$ cat config.mk
export PLATFORM = sky130hd
export DESIGN_NAME = fifo_with_membership_check
export DESIGN_NICKNAME = d
export VERILOG_FILES = /design/src/rtl/core/fmc_pkg.sv /design/src/rtl/core/fmc_cell.sv /design/src/rtl/core/fifo_with_membership_check.sv
export SDC_FILE = /design/constraint.sdc
export NUM_CORES = 1
export LEC_CHECK = 0
export ABC_CLOCK_PERIOD_IN_PS = 3480
export BUFFER_PORTS_ARGS = -buffer_cell sky130_fd_sc_hd__buf_4
export CAP_MARGIN = 15
export CELL_PAD_IN_SITES_DETAIL_PLACEMENT = 1
export CELL_PAD_IN_SITES_GLOBAL_PLACEMENT = 1
export CORE_MARGIN = 4
export CORE_UTILIZATION = 48
export DETAILED_ROUTE_END_ITERATION = 6
export PLACE_DENSITY = 0.79
export SYNTH_ARGS = -nofsm -noshare
export SYNTH_HDL_FRONTEND = slang
export SYNTH_HIERARCHICAL = 1
export SYNTH_SLANG_ARGS = --single-unit
$ cat constraint.sdc
create_clock -name clk -period 3.48 [get_ports clk]
set_input_delay 0.348 -clock clk [delete_from_list [all_inputs] [get_ports clk]]
set_output_delay 0.348 -clock clk [all_outputs]
set_load 0.005 [all_outputs]
$ cat src/rtl/core/fmc_pkg.sv
`default_nettype none

package fmc_pkg;

	// Queue geometry.
	localparam int DEPTH      = 16;
	localparam int DATA_WIDTH = 32;

	// Fill counter holds 0..DEPTH and is never narrower than the count port.
	localparam int CNT_W = ($clog2(DEPTH + 1) > 5) ? $clog2(DEPTH + 1) : 5;

	// Command codes.
	typedef enum logic [2:0] {
		CMD_ENQ        = 3'd0,
		CMD_ENQ_UNIQUE = 3'd1,
		CMD_DEQ        = 3'd2,
		CMD_QUERY      = 3'd3,
		CMD_CLEAR      = 3'd4
	} cmd_t;

	// Status codes.
	typedef enum logic [2:0] {
		ST_OK    = 3'd0,
		ST_EMPTY = 3'd1,
		ST_FULL  = 3'd2,
		ST_NULL  = 3'd3,
		ST_DUP   = 3'd4
	} status_t;

	typedef logic [DATA_WIDTH-1:0] data_t;

	// Per-cell control from the queue controller.
	typedef struct packed {
		logic shift;
		logic load;
		logic held;
	} cell_ctl_t;

	// Take the low DATA_WIDTH bits of a port value, zero-extending if wider.
	function automatic data_t to_data(logic [31:0] v);
		logic [63:0] w;
		w = 64'(v);
		return w[DATA_WIDTH-1:0];
	endfunction

	// Bring a stored value back to the 32-bit port width.
	function automatic logic [31:0] from_data(data_t d);
		logic [63:0] w;
		w = 64'(d);
		return w[31:0];
	endfunction

endpackage

`default_nettype wire

$ cat src/rtl/core/fmc_cell.sv
`default_nettype none

module fmc_cell import fmc_pkg::*; (
	input  wire logic      clk,
	input  wire cell_ctl_t ctl,
	input  wire data_t     next_data,
	input  wire data_t     wr_data,
	input  wire data_t     key,
	output      data_t     data,
	output      logic      match
);

	data_t data_q;

	// A dequeue moves every entry one cell toward the head; an enqueue
	// writes the cell just past the youngest entry.
	always_ff @(posedge clk) begin
		if (ctl.shift) begin
			data_q <= next_data;
		end else if (ctl.load) begin
			data_q <= wr_data;
		end
	end

	// Only a held entry takes part in the membership compare.
	assign match = ctl.held && (data_q == key);
	assign data  = data_q;

endmodule

`default_nettype wire

$ cat src/rtl/core/fifo_with_membership_check.sv
// Channel   Ports                              Transfer
// command   start, busy, cmd, value            start high while busy low
// result    done, status, value_out, found,    done high for one cycle
//           count
//
// Every command's result is registered and appears with done on the cycle
// after the command transfer, and busy stays low, so one command per cycle.
// The compare of a query or a unique enqueue runs across all cells at once.
// After arst_n is released the queue is empty and the next command is taken.
// The receiver cannot stall; each result is shown for exactly one cycle.
`default_nettype none

module fifo_with_membership_check import fmc_pkg::*; (
	input  wire logic        clk,
	input  wire logic        arst_n,
	input  wire logic        start,
	output      logic        busy,
	input  wire logic [2:0]  cmd,
	input  wire logic [31:0] value,
	output      logic        done,
	output      logic [2:0]  status,
	output      logic [31:0] value_out,
	output      logic        found,
	output      logic [4:0]  count
);

	logic [CNT_W-1:0] count_q, count_d;
	logic             done_q;
	status_t          status_q, status_d;
	logic [31:0]      value_out_q, value_out_d;
	logic             found_q, found_d;

	data_t            key;
	data_t            cell_data [DEPTH];
	logic [DEPTH-1:0] cell_match;
	cell_ctl_t        cell_ctl [DEPTH];
	logic             shift_en, load_en;
	logic             is_null, is_full, is_empty, any_match;

	assign key       = to_data(value);
	assign is_null   = (key == '0);
	assign is_full   = (count_q == CNT_W'(DEPTH));
	assign is_empty  = (count_q == '0);
	assign any_match = |cell_match;

	// Row of storage cells; the head entry sits in cell zero.
	for (genvar i = 0; i < DEPTH; i++) begin : g_cell
		data_t next_data;
		if (i == DEPTH - 1) begin : g_last
			assign next_data = '0;
		end else begin : g_mid
			assign next_data = cell_data[i+1];
		end

		assign cell_ctl[i].shift = shift_en;
		assign cell_ctl[i].load  = load_en && (count_q == CNT_W'(i));
		assign cell_ctl[i].held  = (count_q > CNT_W'(i));

		fmc_cell u_cell (
			.clk       (clk),
			.ctl       (cell_ctl[i]),
			.next_data (next_data),
			.wr_data   (key),
			.key       (key),
			.data      (cell_data[i]),
			.match     (cell_match[i])
		);
	end

	// Command decode: status, fill count, dequeued value, query hit and cell controls.
	always_comb begin
		shift_en    = 1'b0;
		load_en     = 1'b0;
		count_d     = count_q;
		status_d    = ST_OK;
		value_out_d = '0;
		found_d     = 1'b0;
		if (start) begin
			unique case (cmd_t'(cmd))
				CMD_ENQ: begin
					if (is_null) begin
						status_d = ST_NULL;
					end else if (is_full) begin
						status_d = ST_FULL;
					end else begin
						load_en = 1'b1;
						count_d = count_q + CNT_W'(1);
					end
				end
				CMD_ENQ_UNIQUE: begin
					if (is_null) begin
						status_d = ST_NULL;
					end else if (any_match) begin
						status_d = ST_DUP;
					end else if (is_full) begin
						status_d = ST_FULL;
					end else begin
						load_en = 1'b1;
						count_d = count_q + CNT_W'(1);
					end
				end
				CMD_DEQ: begin
					if (is_empty) begin
						status_d = ST_EMPTY;
					end else begin
						shift_en    = 1'b1;
						value_out_d = from_data(cell_data[0]);
						count_d     = count_q - CNT_W'(1);
					end
				end
				CMD_QUERY: begin
					if (is_null) begin
						status_d = ST_NULL;
					end else begin
						found_d = any_match;
					end
				end
				CMD_CLEAR: begin
					count_d = '0;
				end
				default: begin
				end
			endcase
		end
	end

	// Control state: fill count and result strobe.
	always_ff @(posedge clk or negedge arst_n) begin
		if (!arst_n) begin
			count_q <= '0;
			done_q  <= 1'b0;
		end else begin
			count_q <= count_d;
			done_q  <= start;
		end
	end

	// Result register.
	always_ff @(posedge clk) begin
		status_q    <= status_d;
		value_out_q <= value_out_d;
		found_q     <= found_d;
	end

	assign busy      = 1'b0;
	assign done      = done_q;
	assign status    = status_q;
	assign value_out = value_out_q;
	assign found     = found_q;
	assign count     = count_q[4:0];

	// The fill count never passes the queue depth.
	a_count_bound: assert property (@(posedge clk) disable iff (!arst_n)
		count_q <= CNT_W'(DEPTH))
		else $error("fill count above depth");

	// Every command transfer gives a result on the next cycle.
	a_one_result: assert property (@(posedge clk) disable iff (!arst_n)
		start && !busy |=> done)
		else $error("missing result after command");

	// A full report only comes with a full queue.
	a_full_count: assert property (@(posedge clk) disable iff (!arst_n)
		done && (status_q == ST_FULL) |-> (count_q == CNT_W'(DEPTH)))
		else $error("full status with room left");

	// A hit needs at least one held entry.
	a_found_count: assert property (@(posedge clk) disable iff (!arst_n)
		done && found_q |-> (count_q != '0) && (status_q == ST_OK))
		else $error("found reported on empty queue");

endmodule

`default_nettype wire

After elaboration in Yosys (flattened, before gate mapping)
Index checks and enable logic that the tools add are counted.
{ "classes": {"addsub": 2, "order_cmp": 16, "n_eq_ne": 40, "n_mux": 52, "bitwise": 3, "reduce_logical": 55} }
{ "op_table": {"columns": ["cell", "n"], "rows": [
  ["32-bit two-way mux", 30],
  ["32-bit == test", 16],
  ["5-bit by 4-bit == test with 1-bit output (second input constant)", 8],
  ["5-bit by 4-bit > comparator with 1-bit output (second input constant)", 8],
  ["1-bit logical AND", 32],
  ["32-bit logical NOT", 1],
  ["2-bit nonzero test", 15],
  ["5-bit two-way mux", 5],
  ["5-bit by 3-bit == test with 1-bit output (second input constant)", 4],
  ["5-bit by 3-bit > comparator with 1-bit output (second input constant)", 4],
  ["5-bit one-hot mux with 4 select lines", 1],
  ["16-bit OR reduction", 1],
  ["3-bit one-hot mux with 4 select lines", 1],
  ["5-bit by 2-bit == test with 1-bit output (second input constant)", 2],
  ["5-bit by 1-bit > comparator with 1-bit output (second input constant)", 2],
  ["5-bit by 2-bit > comparator with 1-bit output (second input constant)", 2],
  ["1-bit two-way mux", 9],
  ["2-bit != test (second input constant)", 4],
  ["3-bit by 2-bit == test with 1-bit output (second input constant)", 2],
  ["2-bit two-way mux", 3],
  ["3-bit two-way mux", 2],
  ["6-bit AND reduction", 1],
  ["3-bit OR reduction", 2],
  ["5-bit by 1-bit adder with 5-bit output (second input constant)", 1],
  ["10 further kinds", 12]
]} }
{ "word_totals": {"reg_bits": 554, "inputBits": 38, "output_inout_bits": 43} }

Logic depth before layout (Yosys ltp)
Gate-level depths: netlist of run 1.
{ "depth": {"ltp_word": 10, "mapped_depth": 14} }

Modules after synthesis
The synthesis of run 1 kept the hierarchy.
{ "modules_own_cells": {"columns": ["module", "n_inst", "cells_per_inst", "area_per_inst_um2", "seq_area_each_um2"], "rows": [
  ["fmc_cell", 16, 113, 1702.9, 960.9],
  ["fifo_with_membership_check", 1, 218, 2014.4, 870.8]
]} }

Worst setup path after synthesis of run 1
OpenSTA, ideal clock, no wires.
{ "synth_timing": {"path_type": "reg-to-reg", "from": "register count_q[2], in the netlist count[2]", "to": "register g_cell[12].u_cell.data_q[0] (enable)", "setup_ps": 375, "arrival_ps": 3379, "required_time_ps": 3105, "slack_ps": -273, "stages_incl_launch_ff": 11, "path_buffers": 1, "synth_period_minus_slack_ps": 3753, "cell_sequence": "dfrtp_1 clkbuf_1 nor3_1 a21boi_0 nand3_1 nor3_2 or4_4 o41ai_4 o2111ai_4 nor4_1 or2_2"} }
{ "synth_lines": {"columns": ["item", "line", "source"], "rows": [
  ["start: declaration", "fifo_with_membership_check.sv:27", "logic [CNT_W-1:0] count_q, count_d;"],
  ["start signal: assignment", "fifo_with_membership_check.sv:133", "count_q <= count_d;"],
  ["end signal: assignment", "fmc_cell.sv:19", "data_q <= next_data;"],
  ["end signal: assignment", "fmc_cell.sv:21", "data_q <= wr_data;"],
  ["end: declaration", "fmc_cell.sv:13", "data_t data_q;"]
]} }

==> results.ini, run 1 <==
[status]
run_status = complete, but fails checks
failed_checks = setup timing

[synth]
yosys_register_bits = 554
yosys.area_share.simple_pct = 6.594
ys_warn_count = 6
synth_cell_types = 51
yosysSeqAreaShare_pct = 55.52
synth_adder_area_share_pct = 0.2566
synth-main-ff-cell = edfxtp_1
number_of_synthesized_flops_with_an_enable_pin = 512
muxShareOfSynthArea_pct = 19.82
post_synth_xor_area_fraction_pct = 15.36
synth_compound_gate_area_share_pct = 1.078
combinational_family_with_the_most_area_after_synthesis = multiplexers
synthArstFlopShare_pct = 1.083
post_synth_inst_count = 2026
syn_area_um2 = 29260
syn_avg_cell_area_um2 = 14.44

[worst_setup_path]
reg2reg_setup_slack_ps = -480
maximum_fanout_count_along_the_critical_path = 7
timing.critical_path.from_type = flop
rr_startpoint = count[0]
worstReg2RegEnd = g_cell[11].u_cell/data[22]
timing.reg2reg.worst_path_depth = 18
setup.worst_path.end_class = flop
cp.required_ps = 3830
worst_ep_arrival_time_ps = 4310
type_of_the_setup_path_with_the_least_slack = reg -> reg

[global_routing]
gr-usage-all-layers_pct = 26.45
grt_start_max_net_pins = 68
grt_pass1_wl_mm = 131.2
grt_pass1_vias = 20883
remaining_global_route_overflow = 0
initial_antenna_violation_count = 3

[drt]
finalWirelength_mm = 96.25
met2_wirelength_mm = 50.52
wirelength_per_cell_um = 29.86
drt_pre_antenna_iters = 6
detailroute.via_count = 19233
top_layer_used = met4
initialDrtViolationCount = 1638
final_routed_drc_violation_total = 0
route.antenna.remaining_nets = 0
drt-vias-per-instance = 5.966
wl_met3_mm = 4.944
routedLengthMet1_mm = 34.76

[clock_network]
clockBufferDepth = 3
cts-root-buf = clkbuf_16
cts_clock_pin_slew_for_the_worst_setup_and_hold_paths_ps = 70
clock_latency_ps = 690
cts_inserted_buffers = 60
clock-sinks = 554
cts_tree = yes
h-tree-depth = 2

[sta]
max_freq_ghz = 0.2523
timing_worst_slew_pin_value_ps = 799.6
grt_setup_unrepaired = yes
tns_ps = -178020
post-route-worst-setup-slack_ps = -483.6
final_max_slew_viol_count = 0
worst_hold_slack_ps = 34.55
hold_viol_final = 0
fin_crit_sh_pct = 113.9
worst_case_headroom_to_the_max_slew_limit_pct = 46.20
finClkSkew_ps = 68.12
finalWorstPathRequiredPeriod_ps = 3964
finalSetupViolations = 515

[cells_and_area]
drive_gt1_share_pct = 42.91
finalCoreUtilization_pct = 60.25
final_net_count = 2434
most-common-layout-cells = mux2_2, edfxtp_1, xor2_1, buf_4, nor4_1
layout-area-overhead-vs-synth_pct = 24.28
postLayoutCellArea_um2 = 36360
layout.filler_cells = 5587
finish.cell_count_without_fillers = 3224

[place]
place_congestion = 0.8891
final_hpwl_dp_mm = 53.54
port_buffers = 79
dp_slack_ps = -456.5
postPlaceCellArea_um2 = 32590
placed_cells = 3032

[floorplan]
fp.dieH_um = 254.9
die_x_um = 254.9
top_level_ports = 81
fp.coreArea_um2 = 60360
placement_rows = 90
overall_die_area_um2 = 64970
start_util_pct = 48.48

[power]
p_switching_mw = 5.247
ir_worst_vdd_mv = 0.4356
power_frac_comb_pct = 20.1
internal_power_mw = 13.39
total_leakage_power_nw = 12.89
switching_share_pct = 28.15
power_frac_clock_pct = 37.5
power.total_mw = 18.64
seq_power_share_pct = 42.4
pwr_density_cell_nw_per_um2 = 512.6

[worst_hold_path]
path_type_of_the_worst_min_delay_path = in -> async

[job]
maxCapViolations = 0

## worst max path at each step
stage / startpoint / to / slack [ps] / cells past startpoint
6_report: count[0] / g_cell[11].u_cell/data[22] / -480 / 18
3_5_place_dp: value[26] / g_cell[13].u_cell/data[3] / -460 / 12
4_1_cts: count[4] / g_cell[13].u_cell/data[9] / -140 / 15
2_1_floorplan: count[0] / g_cell[14].u_cell/data[0] / 2 / 10
3_3_place_gp: value[13] / g_cell[13].u_cell/data[3] / -350 / 12
5_1_grt: count[0] / g_cell[11].u_cell/data[22] / -510 / 18
## cells by family after synthesis
family                   Yosys count
AO/OA/AOI/OAI                     40
flip-flops                       554
buffers and inverters             84
adder cells (fa/ha/maj)            6
AND/OR/NAND/NOR                  313
XOR/XNOR                         513
other                              1
multiplexers                     515
## power groups by stage
stage               Combinational, mW  Clock, mW  Sequential (mW)
finish                           3.74       6.99             7.91
floorplan                        1.34          0             7.94
global route                     3.86       7.32             7.93
global placement                 2.49          0             7.99
detailed placement               2.62          0             8.01
CTS                              3.11       6.94             7.90
## critical path, stage by stage (launching register included)
cell,delay (ps)
dfrtp_2,500
ha_4,210
inv_4,50
nor2_4,100
ha_2,190
inv_2,40
and2_4,160
nand3_4,70
nor3_4,40
or4_4,590
o41ai_4,350
buf_4,190
buf_6,110
o2111ai_4,180
nand2b_4,260
nor2_4,140
or2_4,180
buf_12,140
clkbuf_16,150
## synthesized netlist by cell type, types with 10 or more instances
cell	instances	area, µm²
buf_2	65	325.3
xnor2_1	17	148.9
and2_1	37	231.5
edfxtp_1	512	15370
nand2_1	10	37.54
mux2_2	512	5766
nor3_1	20	100.1
nor3_2	16	160.2
o21ai_0	14	70.07
xor2_1	496	4344
nor2_1	16	60.06
dfxtp_1	36	720.7
or2_2	18	112.6
nor4_1	127	794.5
nand3_1	35	175.2
nand4_1	18	112.6
## state kept, by name (all words and copies together), names as in the netlist
register and count:
g_cell.u_cell/data 512, found 1, count 5, value_out 32
done 1, status 3
## what timing repair did
| item | 4_1_cts | 5_1_grt |
|---|---|---|
| setup buffers | 32 | 20 |
| hold buffers | 3 | 0 |
| resized for setup | 96 | 51 |
| cloned | 9 | 26 |
| endpoints found under the hold margin | 8 | 0 |
| pin swaps | 18 | 19 |
| endpoints found under the setup margin | 515 | 515 |
## area by class of cell
cell class / count / area [µm²] / area share [%]
antenna: 2 / 5.005 / 0.01376
clock buffer: 75 / 1663 / 4.573
clock inverter: 37 / 446.7 / 1.228
inverter: 9 / 42.54 / 0.1170
multi-input combinational: 1421 / 13150 / 36.16
sequential: 554 / 16250 / 44.69
tap: 782 / 978.4 / 2.691
timing repair buffer: 344 / 3827 / 10.53
## per-layer routing
| layer | track usage [%] | vias up |
|---|---|---|
| met5 | 0 | - |
| met4 | 9.478 | 0 |
| met3 | 3.607 | 317 |
| met2 | 49.41 | 709 |
| met1 | 31.18 | 9862 |
| li1 | - | 8345 |
No activity file was read; power rests on OpenSTA's default activity.
==> inputs of run 2 (changes only) <==
--- a/config.mk
+++ b/config.mk
@@ -11,10 +11,9 @@
 export CELL_PAD_IN_SITES_DETAIL_PLACEMENT = 1
 export CELL_PAD_IN_SITES_GLOBAL_PLACEMENT = 1
 export CORE_MARGIN = 4
-export CORE_UTILIZATION = 48
+export CORE_UTILIZATION = 47
 export DETAILED_ROUTE_END_ITERATION = 6
-export PLACE_DENSITY = 0.79
+export PLACE_DENSITY = 0.8
 export SYNTH_ARGS = -nofsm -noshare
 export SYNTH_HDL_FRONTEND = slang
-export SYNTH_HIERARCHICAL = 1
 export SYNTH_SLANG_ARGS = --single-unit
==> run 2 against run 1 <==
Utilization shrank 4.1 points. Global-route usage rose by 8.3 points. Fmax up 11%. Hold slack better by 40 ps. Die area shrank 2.0%. Worst setup slack improved by 400 ps. Sequential share of layout area increased by 3.4 points. The flow still finishes with violations (setup timing). Highest routed layer is now met5. Clock skew is 41 ps lower. Sequential power grew 2%. Via count up 10%.
==> results.ini, run 2 <==
[status]
run_status = complete, but fails checks
failed_checks = setup timing

[place]
postPlaceCellArea_um2 = 30810  ; -5.5%
final_hpwl_dp_mm = 77.72  ; +45%
port_buffers = 79  ; unchanged
dp_slack_ps = -341.7  ; +114.7 ps
place_congestion = 0.9816  ; +10%
placed_cells = 3066  ; +1.1%

[sta]
hold_viol_final = 0  ; unchanged
tns_ps = -2275  ; +175,740 ps
fin_crit_sh_pct = 102.4  ; -11 points
post-route-worst-setup-slack_ps = -84.77  ; +398.8 ps
finClkSkew_ps = 27.35  ; -40.76 ps
finalWorstPathRequiredPeriod_ps = 3565  ; -398.8 ps
timing_worst_slew_pin_value_ps = 1362  ; +562.4 ps
finalSetupViolations = 39  ; -92%
max_freq_ghz = 0.2805  ; +11%
final_max_slew_viol_count = 0  ; unchanged
worst_case_headroom_to_the_max_slew_limit_pct = 9.200  ; -37 points

[global_routing]
initial_antenna_violation_count = 4  ; +1
met1_usage_pct = 41.79  ; +11 points
remaining_global_route_overflow = 0  ; unchanged
gr-usage-all-layers_pct = 34.77  ; +8.3 points
groute.layer.met3.usage_pct = 9.498  ; +5.9 points
grt_pass1_vias = 22007  ; +5.4%
grt_pass1_wl_mm = 159.5  ; +22%
met2_usage_pct = 55.73  ; +6.3 points
grt_start_max_net_pins = 130  ; +91%
grt_busiest_layer = met2

[worst_setup_path]
timing.critical_path.slowest_cell_delay_ps = 490  ; -100 ps
worst_ep_arrival_time_ps = 3900  ; -410 ps
critical-path-top-delay-family = simple AND/OR/NAND/NOR gates
maximum_fanout_count_along_the_critical_path = 16  ; +9
worst_path_most_repeated_cell = buf_4
type_of_the_setup_path_with_the_least_slack = reg -> reg
setup.worst_path.end_class = flop
timing.critical_path.from_type = flop
timing.critical_path.cells = buf_4, o21ba_2, nand2_1, a211oi_2, nand4_1, nand4_1, nor4_4, a21o_1, nand3_4, buf_12, buf_4, o41ai_4, buf_4, clkbuf_16
cp.required_ps = 3820  ; about the same
timing.critical_path.buf_inv = 5  ; -1
crit_slowest_cell = dfrtp_2

[clock_network]
h-tree-depth = 2  ; unchanged
clockBufferDepth = 3  ; unchanged
clock_latency_ps = 660  ; -30 ps
cts_clock_pin_slew_for_the_worst_setup_and_hold_paths_ps = 60  ; about the same
cts_tree = yes
cts_inserted_buffers = 58  ; -3.3%
cts-root-buf = clkbuf_16
clock-sinks = 554  ; unchanged

[synth]
synthArstFlopShare_pct = 1.083  ; unchanged
synthDominantAreaCellType = edfxtp_1
synth.net_count = 2289
yosysSeqAreaShare_pct = 56.75  ; +1.2 points
syn_avg_cell_area_um2 = 12.50  ; -13%
synth_cell_types = 50  ; -2.0%
post_synth_inst_count = 2245  ; +11%
syn_area_um2 = 28060  ; -4.1%
synthTopCellsByArea = edfxtp_1, a21o_1, xnor2_1
synth-main-ff-cell = edfxtp_1
ys_warn_count = 0  ; -6
yosysMostFrequentCell = a21o_1
yosys_register_bits = 554  ; unchanged
synth_commonest_cells = a21o_1, edfxtp_1, xnor2_1
number_of_synthesized_flops_with_an_enable_pin = 480  ; -6.3%
yosys.area.top_type_share_pct = 51.37  ; -1.2 points

[cells_and_area]
final_net_count = 2422  ; -0.49%
finish.cell_count_without_fillers = 3199  ; -0.78%
postLayoutCellArea_um2 = 33130  ; -8.9%
largest_reg_flops = 512  ; unchanged
drive_gt1_share_pct = 17.33  ; -26 points
layout-area-overhead-vs-synth_pct = 18.08
layout.cells.most_common = a21o_1
finalCoreUtilization_pct = 56.14  ; -4.1 points
most-common-layout-cells = a21o_1, edfxtp_1, xnor2_1, buf_4, xor2_1

[drt]
drt-vias-per-instance = 6.643  ; +11%
detailroute.via_count = 21251  ; +10%
wirelength_per_cell_um = 35.53  ; +19%
final_routed_drc_violation_total = 0  ; unchanged
initialDrtViolationCount = 3038  ; +85%
route.antenna.remaining_nets = 0  ; unchanged
finalWirelength_mm = 113.7  ; +18%
drt_pre_antenna_iters = 5  ; -1

[floorplan]
die_x_um = 252.3  ; -1.0%
start_util_pct = 47.55  ; -0.93 points
overall_die_area_um2 = 63680  ; -2.0%
placement_rows = 89  ; -1.1%
top_level_ports = 81  ; unchanged
fp.coreArea_um2 = 59020  ; -2.2%
fp.dieH_um = 252.3  ; -1.0%

[power]
total_leakage_power_nw = 13.36  ; +3.7%
ir_worst_vdd_mv = 0.4065  ; -6.7%
pwr_density_cell_nw_per_um2 = 540.1  ; +5.4%

[job]
maxCapViolations = 0  ; unchanged

[worst_hold_path]
path_type_of_the_worst_min_delay_path = in -> async

==> run 2: cell count changes after synthesis, moves of 33 or more <==
cell      delta
and3_1      +35
buf_4       +50
buf_2       -39
xor2_1     -317
mux2_2     -512
xnor2_1    +317
clkbuf_1   +110
a21o_1     +483
nor4_1      -60
a21oi_1     +33
nand4_1     +82
==> run 2: path summary, 6_finish.rpt <==
| kind | slack [ps] | end | cells past startpoint | start |
|---|---|---|---|---|
| min | 70 | count[2] | 2 | arst_n |
| max reg2reg | -80 | g_cell[5].u_cell.data[13] | 14 | count[1] |
| min reg2reg | 510 | g_cell[15].u_cell.data[6] | 2 | g_cell[15].u_cell.data[6] |
| max in group asynchronous | 3230 | count[1] | 2 | arst_n |
| max | -80 | g_cell[5].u_cell.data[13] | 14 | count[1] |
| min in group clk | 120 | count[0] | 4 | cmd[2] |
==> run 2: layer usage <==
metal  routed length (µm)  vias to the layer above
met1                39540                    10819
li1                     -                     8424
met4                 9097                        2
met3                12180                      476
met5                   13                        -
met2                52830                     1530
==> run 2: through the flow <==
stage	power, mW	hold WS (ps)
floorplan	9.928	52.41
global placement	11.34	193.2
detailed placement	11.48	193.8
CTS	17.63	60.72
global route	18.31	71.99
finish	17.89	74.80
==> run 2: timing repair <==
| item | in CTS | in global routing |
|---|---|---|
| hold buffers | 4 | 0 |
| cloned | 4 | 1 |
| buffers inserted | 8 | 4 |
| hold endpoints to repair | 8 | 0 |
| pin swaps | 4 | 0 |
| setup endpoints to repair | 481 | 128 |
| gates resized for setup | 3 | 24 |
==> run 2: power breakdown <==
| part | leakage [nW] | internal, mW | switching, mW |
|---|---|---|---|
| clock | 0.890 | 3.43 | 2.79 |
| combinational | 7.49 | 1.39 | 2.18 |
| sequential | 4.99 | 7.72 | 0.377 |
| total | 13.4 | 12.5 | 5.35 |
==> run 2: cells by family (layout without fill, tap and decap cells) <==
group	count (synthesis)	in the layout	synth area share, %
compound gates	599	603	15.37
xor+xnor	513	513	16.01
fa+ha+maj	6	6	0.2675
buf+inv	226	400	4.343
flops	554	554	56.75
mux	2	2	0.07135
other cells	1	4	0.01336
simple gates	344	344	7.166
==> run 2: cell type report <==
| type | instances | area [µm²] |
|---|---|---|
| clock inverters | 21 | 155.1 |
| well taps | 773 | 967.2 |
| repair buffers | 288 | 3055 |
| inverters | 7 | 31.28 |
| flip-flops and latches | 554 | 15930 |
| diodes | 3 | 7.507 |
| multi-input cells | 1469 | 11300 |
| fillers | 5825 | 25880 |
| clock buffers | 84 | 1685 |
==> run 2: worst register-to-register path, stage by stage (launching register included) <==
cell       delay [ps]
dfrtp_2           490
buf_4             190
o21ba_2           230
nand2_1           150
a211oi_2          140
nand4_1           200
nand4_1           260
nor4_4            300
a21o_1            220
nand3_4           100
buf_12            170
buf_4             170
o41ai_4           210
buf_4             210
clkbuf_16         200
==> inputs of run 3 (changes only) <==
--- a/config.mk
+++ b/config.mk
@@ -6,7 +6,7 @@
 export NUM_CORES = 1
 export LEC_CHECK = 0
 export ABC_CLOCK_PERIOD_IN_PS = 3480
-export BUFFER_PORTS_ARGS = -buffer_cell sky130_fd_sc_hd__buf_4
+export BUFFER_PORTS_ARGS = -buffer_cell sky130_fd_sc_hd__buf_2
 export CAP_MARGIN = 15
 export CELL_PAD_IN_SITES_DETAIL_PLACEMENT = 1
 export CELL_PAD_IN_SITES_GLOBAL_PLACEMENT = 1
==> run 3 against run 2 <==
The flow now finishes without violations. Clock-buffer cell count down 7. Cell area shrank 0.67%. Critical path depth decreased by 2. Non-clock buffer count up 6. Cell count grew 0.22%. Via count is 0.58% higher. Critical path type unchanged. Largest power group unchanged. Highest routed layer unchanged.
==> results.ini, run 3 (same netlist as run 2, synthesis figures left out) <==
[cells_and_area]
multiInputGateArea_um2 = 11250  ; -0.49%
final-seq-area_um2 = 15930  ; unchanged
layout.cells.most_common = a21o_1
finish.cell_count_without_fillers = 3206  ; +0.22%
antennaDiodeCount = 0  ; -3
layout.filler_cells = 5827  ; +0.034%
layout-area-overhead-vs-synth_pct = 17.29
final_net_count = 2430  ; +0.33%
largest_reg_flops = 512  ; unchanged
drive_gt1_share_pct = 17.18  ; -0.15 points
most-common-layout-cells = a21o_1, edfxtp_1, xnor2_1, xor2_1, buf_4

[global_routing]
grt_pass1_vias = 22277  ; +1.2%
initial_antenna_violation_count = 2  ; -2
remaining_global_route_overflow = 0  ; unchanged
gr-usage-all-layers_pct = 35.07  ; +0.30 points
grt_pass1_wl_mm = 161.4  ; +1.2%
grt_start_max_net_pins = 108  ; -17%

[worst_setup_path]
rr_startpoint = g_cell[5].u_cell.data[23]
timing.reg2reg.worst_path_depth = 12  ; -2
type_of_the_setup_path_with_the_least_slack = reg -> reg
cp.required_ps = 3830  ; about the same
worst_ep_arrival_time_ps = 3780  ; -120 ps
setup.worst_path.end_class = flop
reg2reg_setup_slack_ps = 50  ; +140 ps
timing.critical_path.from_type = flop
worstReg2RegEnd = g_cell[10].u_cell.data[17]
maximum_fanout_count_along_the_critical_path = 32  ; +16

[clock_network]
cts_tree = yes
cts_inserted_buffers = 58  ; unchanged
post-cts-setup-buffers = 0  ; -8
clock-sinks = 554  ; unchanged
cts_clock_pin_slew_for_the_worst_setup_and_hold_paths_ps = 70  ; about the same
clock_latency_ps = 630  ; -30 ps
cts-root-buf = clkbuf_16
clockBufferDepth = 3  ; unchanged
h-tree-depth = 2  ; unchanged

[worst_hold_path]
timing.hold.worst_path_depth = 3
path_type_of_the_worst_min_delay_path = in -> reg
hp-start = cmd[0]
timing.hold.worst_endpoint = count[0]

[floorplan]
fp.coreArea_um2 = 59020  ; unchanged
overall_die_area_um2 = 63680  ; unchanged
start_util_pct = 47.55  ; unchanged
top_level_ports = 81  ; unchanged
fp.dieH_um = 252.3  ; unchanged
die_x_um = 252.3  ; unchanged
placement_rows = 89  ; unchanged

[drt]
finalWirelength_mm = 114.1  ; +0.39%
detailroute.via_count = 21374  ; +0.58%
drt_pre_antenna_iters = 6  ; +1
wirelength_per_cell_um = 35.59  ; +0.17%
drt-vias-per-instance = 6.667  ; +0.36%
initialDrtViolationCount = 2755  ; -9.3%
final_routed_drc_violation_total = 0  ; unchanged
route.antenna.remaining_nets = 0  ; unchanged

[power]
power_frac_clock_pct = 34.8  ; about the same
p_switching_mw = 5.251  ; -1.8%
seq_power_share_pct = 45.5  ; +0.2 points
internal_power_mw = 12.60  ; +0.40%
switching_share_pct = 29.42  ; -0.46 points
total_leakage_power_nw = 13.38  ; +0.10%
pwr_density_cell_nw_per_um2 = 542.3  ; +0.42%
power_frac_comb_pct = 19.7  ; -0.3 points
ir_worst_vdd_mv = 0.4230  ; +4.1%

[sta]
final_max_slew_viol_count = 0  ; unchanged
max_freq_ghz = 0.2917  ; +4.0%
finalWorstPathRequiredPeriod_ps = 3428  ; -136.6 ps
timing_worst_slew_pin_value_ps = 979.0  ; -383.0 ps
fin_crit_sh_pct = 98.51  ; -3.9 points
grt_setup_unrepaired = yes
finClkSkew_ps = 34.60  ; +7.240 ps
post-route-worst-setup-slack_ps = 51.87  ; +136.6 ps
hold_viol_final = 0  ; unchanged
worst_case_headroom_to_the_max_slew_limit_pct = 34.13  ; +25 points
finalSetupViolations = 0  ; -100%

[place]
dp_slack_ps = -319.4  ; +22.32 ps
placed_cells = 3091  ; +0.82%
place_congestion = 1.017  ; +3.6%
port_buffers = 79  ; unchanged
final_hpwl_dp_mm = 78.84  ; +1.4%

[status]
run_status = complete, no violations

[job]
maxCapViolations = 0  ; unchanged

run 3: changes by cell type in the layout (fill, tap and decap cells not counted), moves of 3 or more:
cell / change
buf_2: +79
buf_4: -71
clkinv_1: +9
buf_12: +7
nor4_1: +6
clkbuf_1: -5
nor4_2: -5
clkbuf_16: -4
buf_16: -3
buf_8: -3
bufinv_16: +3
diode_2: -3
dlygate4sd3_1: -3
run 3: per-stage QoR:
stage | hold slack [ps] | util (%) | TNS, ps | cell area (µm²) | power (mW)
floorplan | 52.41 | - | -1468 | 28220 | 9.928
global placement | 247.4 | 52.38 | -45370 | 30910 | 11.38
detailed placement | 244.2 | 52.38 | -94030 | 30910 | 11.52
CTS | 34.76 | 55.63 | 0 | 32830 | 17.72
global route | 67.64 | 55.77 | -469.9 | 32910 | 18.30
finish | 60.55 | 55.77 | 0 | 32910 | 17.85
run 3: worst max path at each step:
stage / start / to / slack (ps) / cells past startpoint
after global placement: value[18] / g_cell[2].u_cell.data[18] / -200 / 11
final: g_cell[5].u_cell.data[23] / g_cell[10].u_cell.data[17] / 50 / 12
after CTS: count[0] / g_cell[6].u_cell.data[17] / 2 / 11
after detailed placement: value[15] / g_cell[2].u_cell.data[18] / -320 / 11
after global routing: count[0] / g_cell[8].u_cell.data[15] / -20 / 11
after floorplan: count[2] / g_cell[5].u_cell.data[0] / -50 / 12
run 3: what timing repair did:
item	CTS	global route
setup endpoints to repair	433	186
cloned	3	3
pin swaps	8	2
hold buffers	1	0
resized for setup	9	4
hold endpoints to repair	6	0
run 3: worst max-delay path: stages (launching register included):
cell      delay (ps)
edfxtp_1         420
xnor2_1          320
nand4_1          160
nor4_1           760
nand4_1          210
nand4_1          220
nor4_4            60
a21o_1           250
nand3_4           90
buf_12           190
buf_4            160
o21ai_4           70
buf_12           190
run 3: layout make-up:
type / count / area share, %
Sequential cell: 554 / 48.40
Multi-Input combinational cell: 1471 / 34.18
Timing Repair Buffer: 294 / 8.770
Clock buffer: 77 / 4.877
Tap cell: 773 / 2.939
Clock inverter: 30 / 0.7375
Inverter: 7 / 0.1026
run 3: power by group through the flow:
stage	sequential (mW)	combinational, mW	clock [mW]
floorplan	8.09	1.84	0
global placement	8.20	3.18	0
detailed placement	8.23	3.29	0
CTS	8.10	3.39	6.23
global route	8.14	3.63	6.53
finish	8.11	3.52	6.22
run 3: metal layers:
| metal | vias up | routed length, µm | global-route usage [%] |
|---|---|---|---|
| li1 | 8457 | - | - |
| met1 | 10747 | 40340 | 43.90 |
| met2 | 1629 | 51130 | 54.08 |
| met3 | 539 | 12740 | 8.582 |
| met4 | 2 | 9888 | 23.75 |
| met5 | - | 13 | 0 |
